$ cat src/rtl/timed_keypad_code_lock_defines.svh
// Assertion helpers used by the lock core RTL.
`ifndef TIMED_KEYPAD_CODE_LOCK_DEFINES_SVH
`define TIMED_KEYPAD_CODE_LOCK_DEFINES_SVH

// Same-cycle implication, checked outside reset.
`define TKL_ASSERT_IMP(label, clk, rst_n, ante, cons, msg) \
	label: assert property (@(posedge clk) disable iff (!rst_n) (ante) |-> (cons)) \
		else $error(msg);

// Next-cycle implication, checked outside reset.
`define TKL_ASSERT_NXT(label, clk, rst_n, ante, cons, msg) \
	label: assert property (@(posedge clk) disable iff (!rst_n) (ante) |=> (cons)) \
		else $error(msg);

`endif

$ cat src/rtl/tkl_pkg.sv
package tkl_pkg;

	localparam int CODE_LENGTH    = 8;
	localparam int KEY_COUNT      = 16;
	localparam int DURATION_WIDTH = 16;

	localparam int OP_W      = 3;
	localparam int KEY_W     = 4;
	localparam int TICKS_W   = 16;
	localparam int TOL_W     = 16;
	localparam int ATT_W     = 2;
	localparam int STATUS_W  = 4;
	localparam int TONE_W    = 12;
	localparam int LED_W     = 8;
	localparam int LEFT_W    = 4;
	localparam int CFG_IDX_W = 1;
	localparam int CFG_DAT_W = 16;

	localparam int POS_W     = $clog2(CODE_LENGTH);
	localparam int CNT_W     = $clog2(CODE_LENGTH + 1);
	localparam int KEY_CNT_W = KEY_W + 1;
	localparam int CMP_W     = (DURATION_WIDTH > TICKS_W) ? DURATION_WIDTH : TICKS_W;

	localparam logic [TOL_W-1:0]  TOL_RESET  = TOL_W'(20);
	localparam logic [ATT_W-1:0]  ATT_RESET  = ATT_W'(3);
	localparam logic [TONE_W-1:0] TONE_ERROR = TONE_W'(3100);
	localparam logic [LED_W-1:0]  LED_ALL    = '1;

	typedef enum logic [OP_W-1:0] {
		OP_KEY          = 3'd0,
		OP_START_SET    = 3'd1,
		OP_SAVE         = 3'd2,
		OP_RETRY        = 3'd3,
		OP_START_UNLOCK = 3'd4,
		OP_RELOCK       = 3'd5
	} opcode_t;

	typedef enum logic [STATUS_W-1:0] {
		ST_IGNORED       = 4'd0,
		ST_KEY_STORED    = 4'd1,
		ST_CODE_COMPLETE = 4'd2,
		ST_SAVED         = 4'd3,
		ST_RETRY         = 4'd4,
		ST_KEY_MATCHED   = 4'd5,
		ST_WRONG         = 4'd6,
		ST_LOCKOUT       = 4'd7,
		ST_UNLOCKED      = 4'd8,
		ST_RELOCKED      = 4'd9,
		ST_ENTRY_STARTED = 4'd10
	} status_t;

	typedef enum logic [2:0] {
		M_NOCODE   = 3'd0,
		M_SETTING  = 3'd1,
		M_CONFIRM  = 3'd2,
		M_LOCKED   = 3'd3,
		M_ENTRY    = 3'd4,
		M_UNLOCKED = 3'd5,
		M_LOCKOUT  = 3'd6
	} mode_t;

	typedef enum logic [CFG_IDX_W-1:0] {
		CFG_TOLERANCE    = 1'b0,
		CFG_MAX_ATTEMPTS = 1'b1
	} cfg_index_t;

	typedef struct packed {
		logic [OP_W-1:0]    opcode;
		logic [KEY_W-1:0]   key_code;
		logic [TICKS_W-1:0] press_ticks;
	} evt_t;

	typedef struct packed {
		logic [STATUS_W-1:0] status;
		logic [TONE_W-1:0]   tone_period;
		logic [LED_W-1:0]    led_pattern;
		logic [ATT_W-1:0]    attempts_left;
		logic [LEFT_W-1:0]   entries_left;
	} rsp_t;

	typedef struct packed {
		logic [TOL_W-1:0] tolerance;
		logic [ATT_W-1:0] max_attempts;
	} cfg_t;

	function automatic logic [TONE_W-1:0] note_period(input logic [KEY_W-1:0] key);
		logic [TONE_W-1:0] p;
		unique case (key)
			4'd0:  p = TONE_W'(2554);
			4'd1:  p = TONE_W'(853);
			4'd2:  p = TONE_W'(760);
			4'd3:  p = TONE_W'(717);
			4'd4:  p = TONE_W'(1277);
			4'd5:  p = TONE_W'(1138);
			4'd6:  p = TONE_W'(1074);
			4'd7:  p = TONE_W'(1914);
			4'd8:  p = TONE_W'(1705);
			4'd9:  p = TONE_W'(1519);
			4'd10: p = TONE_W'(639);
			4'd11: p = TONE_W'(957);
			4'd12: p = TONE_W'(1434);
			4'd13: p = TONE_W'(2148);
			4'd14: p = TONE_W'(2867);
			4'd15: p = TONE_W'(2276);
			default: p = '0;
		endcase
		return p;
	endfunction

	// Mask with the n lowest LED bits set; saturates at all ones.
	function automatic logic [LED_W-1:0] low_ones(input int unsigned n);
		logic [LED_W-1:0] m;
		for (int i = 0; i < LED_W; i++) begin
			m[i] = (n > i);
		end
		return m;
	endfunction

	function automatic logic [DURATION_WIDTH-1:0] clip_ticks(input logic [TICKS_W-1:0] t);
		logic [CMP_W-1:0] tw;
		logic [CMP_W-1:0] maxv;
		tw   = CMP_W'(t);
		maxv = CMP_W'({DURATION_WIDTH{1'b1}});
		return (tw > maxv) ? {DURATION_WIDTH{1'b1}} : DURATION_WIDTH'(tw);
	endfunction

endpackage

$ cat src/rtl/tkl_event_if.sv
interface tkl_event_if;
	logic                         valid;
	logic                         ready;
	logic [tkl_pkg::OP_W-1:0]    opcode;
	logic [tkl_pkg::KEY_W-1:0]   key_code;
	logic [tkl_pkg::TICKS_W-1:0] press_ticks;

	modport source (output valid, opcode, key_code, press_ticks, input ready);
	modport sink (input valid, opcode, key_code, press_ticks, output ready);
endinterface

$ cat src/rtl/tkl_result_if.sv
interface tkl_result_if;
	logic                          valid;
	logic                          ready;
	logic [tkl_pkg::STATUS_W-1:0] status;
	logic [tkl_pkg::TONE_W-1:0]   tone_period;
	logic [tkl_pkg::LED_W-1:0]    led_pattern;
	logic [tkl_pkg::ATT_W-1:0]    attempts_left;
	logic [tkl_pkg::LEFT_W-1:0]   entries_left;

	modport source (output valid, status, tone_period, led_pattern, attempts_left,
		entries_left, input ready);
	modport sink (input valid, status, tone_period, led_pattern, attempts_left,
		entries_left, output ready);
endinterface

$ cat src/rtl/tkl_cfg_regs.sv
module tkl_cfg_regs (
	input  logic                           clk,
	input  logic                           arst_n,
	input  logic                           cfg_we,
	input  logic [tkl_pkg::CFG_IDX_W-1:0] cfg_index,
	input  logic [tkl_pkg::CFG_DAT_W-1:0] cfg_wdata,
	output tkl_pkg::cfg_t                  cfg
);

	logic [tkl_pkg::TOL_W-1:0] tolerance_q;
	logic [tkl_pkg::ATT_W-1:0] max_attempts_q;

	always_ff @(posedge clk or negedge arst_n) begin
		if (!arst_n) begin
			tolerance_q    <= tkl_pkg::TOL_RESET;
			max_attempts_q <= tkl_pkg::ATT_RESET;
		end else if (cfg_we) begin
			unique case (cfg_index)
				tkl_pkg::CFG_TOLERANCE: begin
					tolerance_q <= tkl_pkg::TOL_W'(cfg_wdata);
				end
				tkl_pkg::CFG_MAX_ATTEMPTS: begin
					max_attempts_q <= cfg_wdata[tkl_pkg::ATT_W-1:0];
				end
				default: begin
				end
			endcase
		end
	end

	assign cfg.tolerance    = tolerance_q;
	assign cfg.max_attempts = max_attempts_q;

endmodule

$ cat src/rtl/tkl_lock_core.sv
`include "timed_keypad_code_lock_defines.svh"

module tkl_lock_core (
	input  logic           clk,
	input  logic           arst_n,
	input  logic           go,
	input  tkl_pkg::evt_t  evt,
	input  tkl_pkg::cfg_t  cfg,
	output tkl_pkg::rsp_t  rsp
);

	tkl_pkg::mode_t mode_q, mode_d;
	logic [tkl_pkg::POS_W-1:0] pos_q, pos_d;
	logic [tkl_pkg::ATT_W-1:0] att_q, att_d;
	logic [tkl_pkg::LED_W-1:0] led_q, led_d;

	// Stored code; contents are only read after a full set sequence wrote them.
	logic [tkl_pkg::KEY_W-1:0]          key_mem [tkl_pkg::CODE_LENGTH];
	logic [tkl_pkg::DURATION_WIDTH-1:0] dur_mem [tkl_pkg::CODE_LENGTH];
	logic mem_we;

	logic [tkl_pkg::CNT_W-1:0]          pos_inc;
	logic                               code_done;
	logic [tkl_pkg::DURATION_WIDTH-1:0] ticks;
	logic [tkl_pkg::CMP_W-1:0]          dur_a, dur_b, dur_diff;
	logic                               key_ok, match;
	logic [tkl_pkg::ATT_W-1:0]          att_dec;
	logic [tkl_pkg::TONE_W-1:0]         note;
	tkl_pkg::status_t                   status;
	logic [tkl_pkg::TONE_W-1:0]         tone;

	assign pos_inc   = tkl_pkg::CNT_W'(pos_q) + tkl_pkg::CNT_W'(1);
	assign code_done = (pos_inc == tkl_pkg::CNT_W'(tkl_pkg::CODE_LENGTH));
	assign ticks     = tkl_pkg::clip_ticks(evt.press_ticks);
	assign dur_a     = tkl_pkg::CMP_W'(dur_mem[pos_q]);
	assign dur_b     = tkl_pkg::CMP_W'(ticks);
	assign dur_diff  = (dur_a > dur_b) ? (dur_a - dur_b) : (dur_b - dur_a);
	assign key_ok    = tkl_pkg::KEY_CNT_W'(evt.key_code) <
		tkl_pkg::KEY_CNT_W'(tkl_pkg::KEY_COUNT);
	assign match     = (key_mem[pos_q] == evt.key_code) &&
		(dur_diff <= tkl_pkg::CMP_W'(cfg.tolerance));
	assign att_dec   = (att_q != '0) ? (att_q - tkl_pkg::ATT_W'(1)) : '0;
	assign note      = tkl_pkg::note_period(evt.key_code);

	always_ff @(posedge clk or negedge arst_n) begin
		if (!arst_n) begin
			mode_q <= tkl_pkg::M_NOCODE;
		end else if (go) begin
			mode_q <= mode_d;
		end
	end

	always_ff @(posedge clk or negedge arst_n) begin
		if (!arst_n) begin
			pos_q <= '0;
			att_q <= tkl_pkg::ATT_RESET;
			led_q <= '0;
		end else if (go) begin
			pos_q <= pos_d;
			att_q <= att_d;
			led_q <= led_d;
		end
	end

	always_ff @(posedge clk) begin
		if (go && mem_we) begin
			key_mem[pos_q] <= evt.key_code;
			dur_mem[pos_q] <= ticks;
		end
	end

	always_comb begin
		mode_d = mode_q;
		pos_d  = pos_q;
		att_d  = att_q;
		led_d  = led_q;
		mem_we = 1'b0;
		status = tkl_pkg::ST_IGNORED;
		tone   = '0;
		unique case (evt.opcode)
			tkl_pkg::OP_KEY: begin
				if (key_ok && mode_q == tkl_pkg::M_SETTING) begin
					mem_we = 1'b1;
					pos_d  = tkl_pkg::POS_W'(pos_inc);
					led_d  = led_q & tkl_pkg::low_ones(tkl_pkg::CODE_LENGTH - int'(pos_inc));
					tone   = note;
					if (code_done) begin
						mode_d = tkl_pkg::M_CONFIRM;
						status = tkl_pkg::ST_CODE_COMPLETE;
					end else begin
						status = tkl_pkg::ST_KEY_STORED;
					end
				end else if (key_ok && mode_q == tkl_pkg::M_ENTRY) begin
					if (match) begin
						tone  = note;
						pos_d = tkl_pkg::POS_W'(pos_inc);
						if (code_done) begin
							mode_d = tkl_pkg::M_UNLOCKED;
							pos_d  = '0;
							att_d  = cfg.max_attempts;
							led_d  = '0;
							status = tkl_pkg::ST_UNLOCKED;
						end else begin
							status = tkl_pkg::ST_KEY_MATCHED;
						end
					end else begin
						// A miss restarts entry at the first key and costs one attempt.
						tone  = tkl_pkg::TONE_ERROR;
						pos_d = '0;
						att_d = att_dec;
						if (att_dec == '0) begin
							mode_d = tkl_pkg::M_LOCKOUT;
							led_d  = '0;
							status = tkl_pkg::ST_LOCKOUT;
						end else begin
							led_d  = led_q & tkl_pkg::low_ones(int'(att_dec));
							status = tkl_pkg::ST_WRONG;
						end
					end
				end
			end
			tkl_pkg::OP_START_SET: begin
				if (mode_q == tkl_pkg::M_NOCODE || mode_q == tkl_pkg::M_UNLOCKED) begin
					mode_d = tkl_pkg::M_SETTING;
					pos_d  = '0;
					led_d  = tkl_pkg::LED_ALL;
					status = tkl_pkg::ST_ENTRY_STARTED;
				end
			end
			tkl_pkg::OP_SAVE: begin
				if (mode_q == tkl_pkg::M_CONFIRM) begin
					mode_d = tkl_pkg::M_LOCKED;
					pos_d  = '0;
					att_d  = cfg.max_attempts;
					status = tkl_pkg::ST_SAVED;
				end
			end
			tkl_pkg::OP_RETRY: begin
				if (mode_q == tkl_pkg::M_CONFIRM) begin
					mode_d = tkl_pkg::M_SETTING;
					pos_d  = '0;
					led_d  = tkl_pkg::LED_ALL;
					status = tkl_pkg::ST_RETRY;
				end
			end
			tkl_pkg::OP_START_UNLOCK: begin
				if (mode_q == tkl_pkg::M_LOCKED && att_q != '0) begin
					mode_d = tkl_pkg::M_ENTRY;
					pos_d  = '0;
					led_d  = tkl_pkg::low_ones(int'(att_q));
					status = tkl_pkg::ST_ENTRY_STARTED;
				end
			end
			tkl_pkg::OP_RELOCK: begin
				if (mode_q == tkl_pkg::M_UNLOCKED) begin
					mode_d = tkl_pkg::M_LOCKED;
					pos_d  = '0;
					status = tkl_pkg::ST_RELOCKED;
				end
			end
			default: begin
			end
		endcase

		rsp.status        = status;
		rsp.tone_period   = tone;
		rsp.led_pattern   = led_d;
		rsp.attempts_left = att_d;
		if (mode_d == tkl_pkg::M_SETTING || mode_d == tkl_pkg::M_ENTRY) begin
			rsp.entries_left = tkl_pkg::LEFT_W'(tkl_pkg::CNT_W'(tkl_pkg::CODE_LENGTH) -
				tkl_pkg::CNT_W'(pos_d));
		end else begin
			rsp.entries_left = '0;
		end
	end

	`TKL_ASSERT_NXT(a_lockout_sticky, clk, arst_n, mode_q == tkl_pkg::M_LOCKOUT, mode_q == tkl_pkg::M_LOCKOUT, "lockout left")
	`TKL_ASSERT_IMP(a_lockout_quiet, clk, arst_n, go && mode_q == tkl_pkg::M_LOCKOUT, rsp.status == tkl_pkg::ST_IGNORED, "event honored in lockout")
	`TKL_ASSERT_NXT(a_miss_costs, clk, arst_n, go && rsp.status == tkl_pkg::ST_WRONG, att_q == $past(att_q) - 2'd1, "miss did not cost an attempt")
	`TKL_ASSERT_NXT(a_unlock_clear, clk, arst_n, go && rsp.status == tkl_pkg::ST_UNLOCKED, led_q == '0 && pos_q == '0, "unlock left state")

endmodule

$ cat src/rtl/timed_keypad_code_lock.sv
// Timed keypad code lock. One event transaction is accepted per clock cycle while the event
// channel does not stall. The event is captured in an input register. The lock state (mode,
// entry position, attempts, LED bits and the stored eight-key code with press durations) is
// compared and updated as the event leaves the input register. The result is then held in an
// output register, from which the single result transaction is offered. While that result
// waits to be taken, one more event can wait in the input register; after that the event
// channel stalls until the result is taken. The rate is set by the state update loop in the
// lock core. Configuration has two registers. The tolerance is at index 0 and is used by the
// next compare. The attempt limit is at index 1 and is loaded at the next save or unlock.
// Make configuration writes only while no event is in flight.
module timed_keypad_code_lock (
	input  logic                           clk,
	input  logic                           arst_n,
	input  logic                           cfg_we,
	input  logic [tkl_pkg::CFG_IDX_W-1:0] cfg_index,
	input  logic [tkl_pkg::CFG_DAT_W-1:0] cfg_wdata,
	tkl_event_if.sink                      evt,
	tkl_result_if.source                   res
);

	tkl_pkg::cfg_t cfg;
	tkl_pkg::evt_t evt_s1;
	logic          valid_s1;
	tkl_pkg::rsp_t rsp;
	tkl_pkg::rsp_t rsp_s2;
	logic          valid_s2;
	logic          go;

	// The staged event advances when the output register is empty or being drained.
	assign go        = valid_s1 && (!valid_s2 || res.ready);
	assign evt.ready = !valid_s1 || go;

	always_ff @(posedge clk or negedge arst_n) begin
		if (!arst_n) begin
			valid_s1 <= 1'b0;
		end else if (evt.ready) begin
			valid_s1 <= evt.valid;
		end
	end

	always_ff @(posedge clk) begin
		if (evt.ready && evt.valid) begin
			evt_s1.opcode      <= evt.opcode;
			evt_s1.key_code    <= evt.key_code;
			evt_s1.press_ticks <= evt.press_ticks;
		end
	end

	always_ff @(posedge clk or negedge arst_n) begin
		if (!arst_n) begin
			valid_s2 <= 1'b0;
		end else if (go) begin
			valid_s2 <= 1'b1;
		end else if (res.ready) begin
			valid_s2 <= 1'b0;
		end
	end

	always_ff @(posedge clk) begin
		if (go) begin
			rsp_s2 <= rsp;
		end
	end

	tkl_cfg_regs u_cfg (
		.clk       (clk),
		.arst_n    (arst_n),
		.cfg_we    (cfg_we),
		.cfg_index (cfg_index),
		.cfg_wdata (cfg_wdata),
		.cfg       (cfg)
	);

	tkl_lock_core u_core (
		.clk    (clk),
		.arst_n (arst_n),
		.go     (go),
		.evt    (evt_s1),
		.cfg    (cfg),
		.rsp    (rsp)
	);

	assign res.valid         = valid_s2;
	assign res.status        = rsp_s2.status;
	assign res.tone_period   = rsp_s2.tone_period;
	assign res.led_pattern   = rsp_s2.led_pattern;
	assign res.attempts_left = rsp_s2.attempts_left;
	assign res.entries_left  = rsp_s2.entries_left;

endmodule
$ cat src/flat_wrapper.sv
// flat-port wrapper written by rule: the top's interface ports become plain ports
module timed_keypad_code_lock_flat 
  (clk, arst_n, cfg_we, cfg_index, cfg_wdata, evt_valid, evt_opcode, evt_key_code, evt_press_ticks, evt_ready, res_valid, res_status, res_tone_period, res_led_pattern, res_attempts_left, res_entries_left, res_ready);
  tkl_event_if evt_i ();
  tkl_result_if res_i ();
  input  logic clk;
  input  logic arst_n;
  input  logic cfg_we;
  input  logic [tkl_pkg::CFG_IDX_W-1:0] cfg_index;
  input  logic [tkl_pkg::CFG_DAT_W-1:0] cfg_wdata;
  input wire logic [$bits(evt_i.valid)-1:0] evt_valid;
  input wire logic [$bits(evt_i.opcode)-1:0] evt_opcode;
  input wire logic [$bits(evt_i.key_code)-1:0] evt_key_code;
  input wire logic [$bits(evt_i.press_ticks)-1:0] evt_press_ticks;
  output wire logic [$bits(evt_i.ready)-1:0] evt_ready;
  output wire logic [$bits(res_i.valid)-1:0] res_valid;
  output wire logic [$bits(res_i.status)-1:0] res_status;
  output wire logic [$bits(res_i.tone_period)-1:0] res_tone_period;
  output wire logic [$bits(res_i.led_pattern)-1:0] res_led_pattern;
  output wire logic [$bits(res_i.attempts_left)-1:0] res_attempts_left;
  output wire logic [$bits(res_i.entries_left)-1:0] res_entries_left;
  input wire logic [$bits(res_i.ready)-1:0] res_ready;
  assign evt_i.valid = evt_valid;
  assign evt_i.opcode = evt_opcode;
  assign evt_i.key_code = evt_key_code;
  assign evt_i.press_ticks = evt_press_ticks;
  assign evt_ready = evt_i.ready;
  assign res_valid = res_i.valid;
  assign res_status = res_i.status;
  assign res_tone_period = res_i.tone_period;
  assign res_led_pattern = res_i.led_pattern;
  assign res_attempts_left = res_i.attempts_left;
  assign res_entries_left = res_i.entries_left;
  assign res_i.ready = res_ready;
  timed_keypad_code_lock u_core (.clk(clk), .arst_n(arst_n), .cfg_we(cfg_we), .cfg_index(cfg_index), .cfg_wdata(cfg_wdata), .evt(evt_i), .res(res_i));
endmodule
$ cat config.mk
export PLATFORM = sky130hd
export DESIGN_NAME = timed_keypad_code_lock_flat
export DESIGN_NICKNAME = d
export VERILOG_FILES = /design/src/rtl/tkl_pkg.sv /design/src/rtl/tkl_event_if.sv /design/src/rtl/tkl_result_if.sv /design/src/rtl/tkl_cfg_regs.sv /design/src/rtl/tkl_lock_core.sv /design/src/rtl/timed_keypad_code_lock.sv /design/src/flat_wrapper.sv
export VERILOG_INCLUDE_DIRS = /design/src /design/src/rtl
export SDC_FILE = /design/constraint.sdc
export NUM_CORES = 1
export LEC_CHECK = 0
export BUFFER_PORTS_ARGS = -buffer_cell sky130_fd_sc_hd__buf_2
export CAP_MARGIN = 20
export CORE_MARGIN = 2
export CORE_UTILIZATION = 30
export DETAILED_ROUTE_END_ITERATION = 10
export SLEW_MARGIN = 20
export SYNTH_ARGS = -nofsm -noshare
export SYNTH_HDL_FRONTEND = slang
export SYNTH_SLANG_ARGS = --single-unit
$ cat constraint.sdc
create_clock -name clk -period 12.8 [get_ports clk]
set_input_delay 0 -clock clk [delete_from_list [all_inputs] [get_ports clk]]
set_output_delay 0 -clock clk [all_outputs]
set_load 0.02 [all_outputs]
==> run_results.csv <==
group,metric,value,unit
cts,clkSinkCount,261,
place,place_congestion,0.859,
logic_synthesis,synth.mux.area_fraction,6.28,%
logic_synthesis,synth-warning-count,0,
route,remaining_drc_errors,0,
logic_synthesis,synth_top_family_by_area,"compound AO/OA/AOI/OAI gates",
finish,syn2layout_area_growth,20.9,%
cts,tritoncts,"done",
sta,hold_violations,0,
sta,rsz0062_at_grt,"false",
worst_setup_path,critPathCaptureType,"flip-flop",
cts,cts-root-to-sink-buffers,3,
floorplanning,dieArea,45000,µm²
logic_synthesis,synth_compound_gate_area_share,14.7,%
power,vdd_ir_drop_max,0.0932,mV
sta,layout_worst_path_cycle_share,61.5,%
logic_synthesis,synthFlopType,"edfxtp_1",
cts,root_buffer,"clkbuf_16",
global_route,global_route.usage.total,14.2,%
sta,hold-worst-slack,0.134,ns
logic_synthesis,synth_xor_xnor_area_share,1.42,%
global_route,grt_pass1_vias,8952,
logic_synthesis,syn-cell-area,13000,µm²
place,place_hpwl,21900,µm
route,detailedRoute.firstPassIterationCount,5,
logic_synthesis,number_of_instances_in_the_synthesized_netlist,1081,
logic_synthesis,synth_area_per_cell,12.0,µm²
route,wl_per_cell,17.6,µm
cts,clk_transition_reported_paths,0.06,ns
sta,normalized_max_slew_margin,37.7,%
floorplanning,boundaryPins,77,
cts,cts-htree-levels,1,
cts,numCtsBuffers,29,
global_route,overflow,0,
worst_setup_path,cp.arrival,8.17,ns
sta,max_freq,127,MHz
min_path,min-delay-path-class,"input port to asynchronous set/reset pin",
place,buffer_ports.inserted,76,
route,detail_route.wirelength,32100,µm
logic_synthesis,syn-num-nets,1188,
worst_setup_path,cp_data_required_time,13.10,ns
route,detail_route.vias_per_cell,4.85,
worst_setup_path,critPathLaunchType,"flip-flop",
floorplanning,floorplan.core_area,42900,µm²
route,vias,8882,
global_route,grt_pass1_wl,50400,µm
power,power_per_cell_area,181,nW/µm²
logic_synthesis,yosys_register_bits,261,
floorplanning,initial_util,30.3,%
cts,clk_latency,0.54,ns
cts,post_cts_resize_count,0,
floorplanning,rows,76,
floorplanning,die_h,212,µm
finish,num_antenna_cells,0,
finish,drive_above_1_share,16.1,%
logic_synthesis,postSynth.asyncResetShare,13.8,%
sta,final_max_slew_viol_count,0,
route,detailedRoute.firstIterationViolations,642,
global_route,grt_max_degree,73,
sta,report.final.setup_viol,0,
sta,tns,0,ns
logic_synthesis,synth.yosys.seq_area_share,58.1,%
logic_synthesis,synth_simple_gate_area_share,9.69,%
logic_synthesis,synth_edf_count,213,
logic_synthesis,post_synth_fa_ha_maj_area_fraction,6.09,%
worst_setup_path,worstPathMaxFanout,21,
global_route,initial_antenna_violation_count,0,
route,antenna_violating_nets_post_route,0,
power,leakage,0.00588,µW
floorplanning,die_width,212,µm
finish,layout.nets,1331,
outcome,outcome,"completed",
sta,final.setup_skew,0.00966,ns
job,maxCapViolations,0,
worst_setup_path,crit_type,"flip-flop to flip-flop",
sta,period_minus_slack,7.88,ns
logic_synthesis,yosys.cell_types.count,72,
sta,slew_at_the_pin_closest_to_its_max_slew_limit,0.935,ns
==> report_power, final <==
group          internal [µW]  switching (µW)
registers                985            48.2
clock network            468             341
logic                    419             572
total                   1870             961
==> layout by cell type (no fill, tap or decap), types with 15 or more instances in the layout <==
cell type      Yosys  final
nand2_1           85     85
dlygate4sd3_1      0     76
o21ai_0           63     63
and2_1            16     16
buf_2              8     76
a22oi_1           15     15
nor2_1            86     78
ha_1              60     60
a21oi_1           63     63
a21o_1            22     22
edfxtp_1         213    213
xnor2_1           15     15
mux2i_1           41     40
buf_4              1     15
inv_1             63     63
nand2b_1          16     16
clkbuf_16          0     29
o21a_1            16     16
dfrtp_1           30     27
==> metal layers <==
layer | wire length [µm] | global-route usage (%)
met2 | 15000 | 23.6
met3 | 1440 | 1.55
met4 | 595 | 3.23
met1 | 15100 | 20.0
met5 | 0 | 0
==> cells by family after synthesis <==
kind of cell,Yosys count
flops,261
compound gates,286
simple gates,268
xor+xnor,21
buf+inv,118
fa+ha+maj,62
mux,65
==> cells in the mapped netlist, drive strengths merged, types with 4 or more instances <==
| cell | number | area share [%] |
|---|---|---|
| dfxtp | 12 | 1.9 |
| o21a | 16 | 0.93 |
| nor2b | 11 | 0.53 |
| nor3 | 12 | 0.54 |
| o211ai | 7 | 0.40 |
| a22o | 9 | 0.61 |
| nand4 | 7 | 0.34 |
| nand2b | 16 | 0.77 |
| o31ai | 4 | 0.23 |
| mux2i | 41 | 3.2 |
| o21ai | 65 | 2.5 |
| buf | 19 | 0.83 |
| a211oi | 13 | 0.79 |
| a22oi | 15 | 0.87 |
| a21o | 22 | 1.3 |
| dfstp | 6 | 1.2 |
| ha | 60 | 5.8 |
| dfrtp | 30 | 5.8 |
| xor2 | 6 | 0.40 |
| nor2 | 86 | 2.5 |
| mux2 | 12 | 1.0 |
| nor4 | 6 | 0.40 |
| nand3 | 10 | 0.39 |
| a221oi | 5 | 0.34 |
| inv | 63 | 1.8 |
| a31o | 5 | 0.34 |
| nand2 | 85 | 2.5 |
| o221a | 5 | 0.43 |
| mux4 | 12 | 2.1 |
| a21oi | 63 | 2.4 |
| and2 | 16 | 0.77 |
| xnor2 | 15 | 1.0 |
| o22ai | 9 | 0.43 |
| clkbuf | 36 | 1.1 |
| a31oi | 11 | 0.53 |
| and3 | 8 | 0.39 |
| edfxtp | 213 | 49 |
==> cell type report <==
cell class / instances / area (µm²)
fillers: 4197 / 27200
flip-flops and latches: 261 / 7550
multi-input cells: 702 / 4990
repair buffers: 167 / 1250
clock buffers: 33 / 761
well taps: 585 / 732
inverters: 63 / 236
clock inverters: 19 / 173
==> worst max-delay path: stages (launching register included) <==
cell,delay [ns]
dfrtp_2,0.55
inv_1,0.46
nor2_1,0.33
a22o_1,0.30
a2111oi_0,0.59
inv_1,0.10
ha_1,0.45
and3_1,0.31
nand4_1,0.14
nor3_1,0.22
o21a_1,0.71
mux2i_1,0.33
o21ai_1,0.14
a21oi_1,0.23
mux2_2,0.36
a311oi_1,0.28
ha_1,0.19
nand4_1,0.13
or3_1,0.35
o221a_2,0.32
o21a_1,0.35
nor2_1,0.43
nor3_2,0.14
and2_1,0.19
==> timing repair <==
item                                    in CTS  in global routing
endpoints found under the hold margin       76                  1
hold buffers                                75                  1
setup buffers                                0                  0
endpoints found under the setup margin       0                  0
==> path summary, 6_finish.rpt <==
path | startpoint | to | slack (ns) | depth (start not counted)
worst max-delay path | u_core.u_core.pos_q[1] | u_core.res.tone_period[5] | 4.92 | 23
worst min-delay path | arst_n | u_core.u_cfg.tolerance_q[14] | 0.13 | 2
worst min register to register | u_core.u_core.led_q[6] | u_core.u_core.led_q[6] | 0.49 | 1
min in group clk | evt_press_ticks[0] | u_core.evt_s1[0] | 0.18 | 2
worst max register to register | u_core.u_core.pos_q[1] | u_core.res.tone_period[5] | 4.92 | 23
max in group asynchronous | arst_n | u_core.u_core.pos_q[2] | 12.01 | 2
==> state kept, by name, summed over array words and instances (netlist names) <==
name / flops
u_core.evt_s1: 23
u_core.res.attempts_left: 2
u_core.res.entries_left: 4
u_core.res.led_pattern: 8
u_core.res.status: 4
u_core.res.tone_period: 12
u_core.res.valid: 1
u_core.u_cfg.max_attempts_q: 2
u_core.u_cfg.tolerance_q: 16
u_core.u_core.att_q: 2
u_core.u_core.dur_mem: 128
u_core.u_core.key_mem: 32
u_core.u_core.led_q: 8
u_core.u_core.mode_q: 3
u_core.u_core.note: 12
u_core.u_core.pos_q: 3
u_core.valid_s1: 1
==> stage by stage <==
| stage | total power, µW | utilization, % | cell area [µm²] | cells | worst slack (ns) |
|---|---|---|---|---|---|
| finish | 2830 | 36.6 | 15700 | 1830 | 4.92 |
| global route | 3010 | 36.6 | 15700 | 1830 | 4.22 |
| CTS | 2860 | 36.5 | 15700 | 1829 | 4.88 |
| detailed placement | 2020 | 32.6 | 14000 | 1702 | 4.88 |
| global placement | 2020 | 32.6 | 14000 | 1702 | 5.02 |
| floorplan | 1780 | - | 13000 | 1081 | 6.13 |
Note: power is estimated with default switching activity, not from simulation.
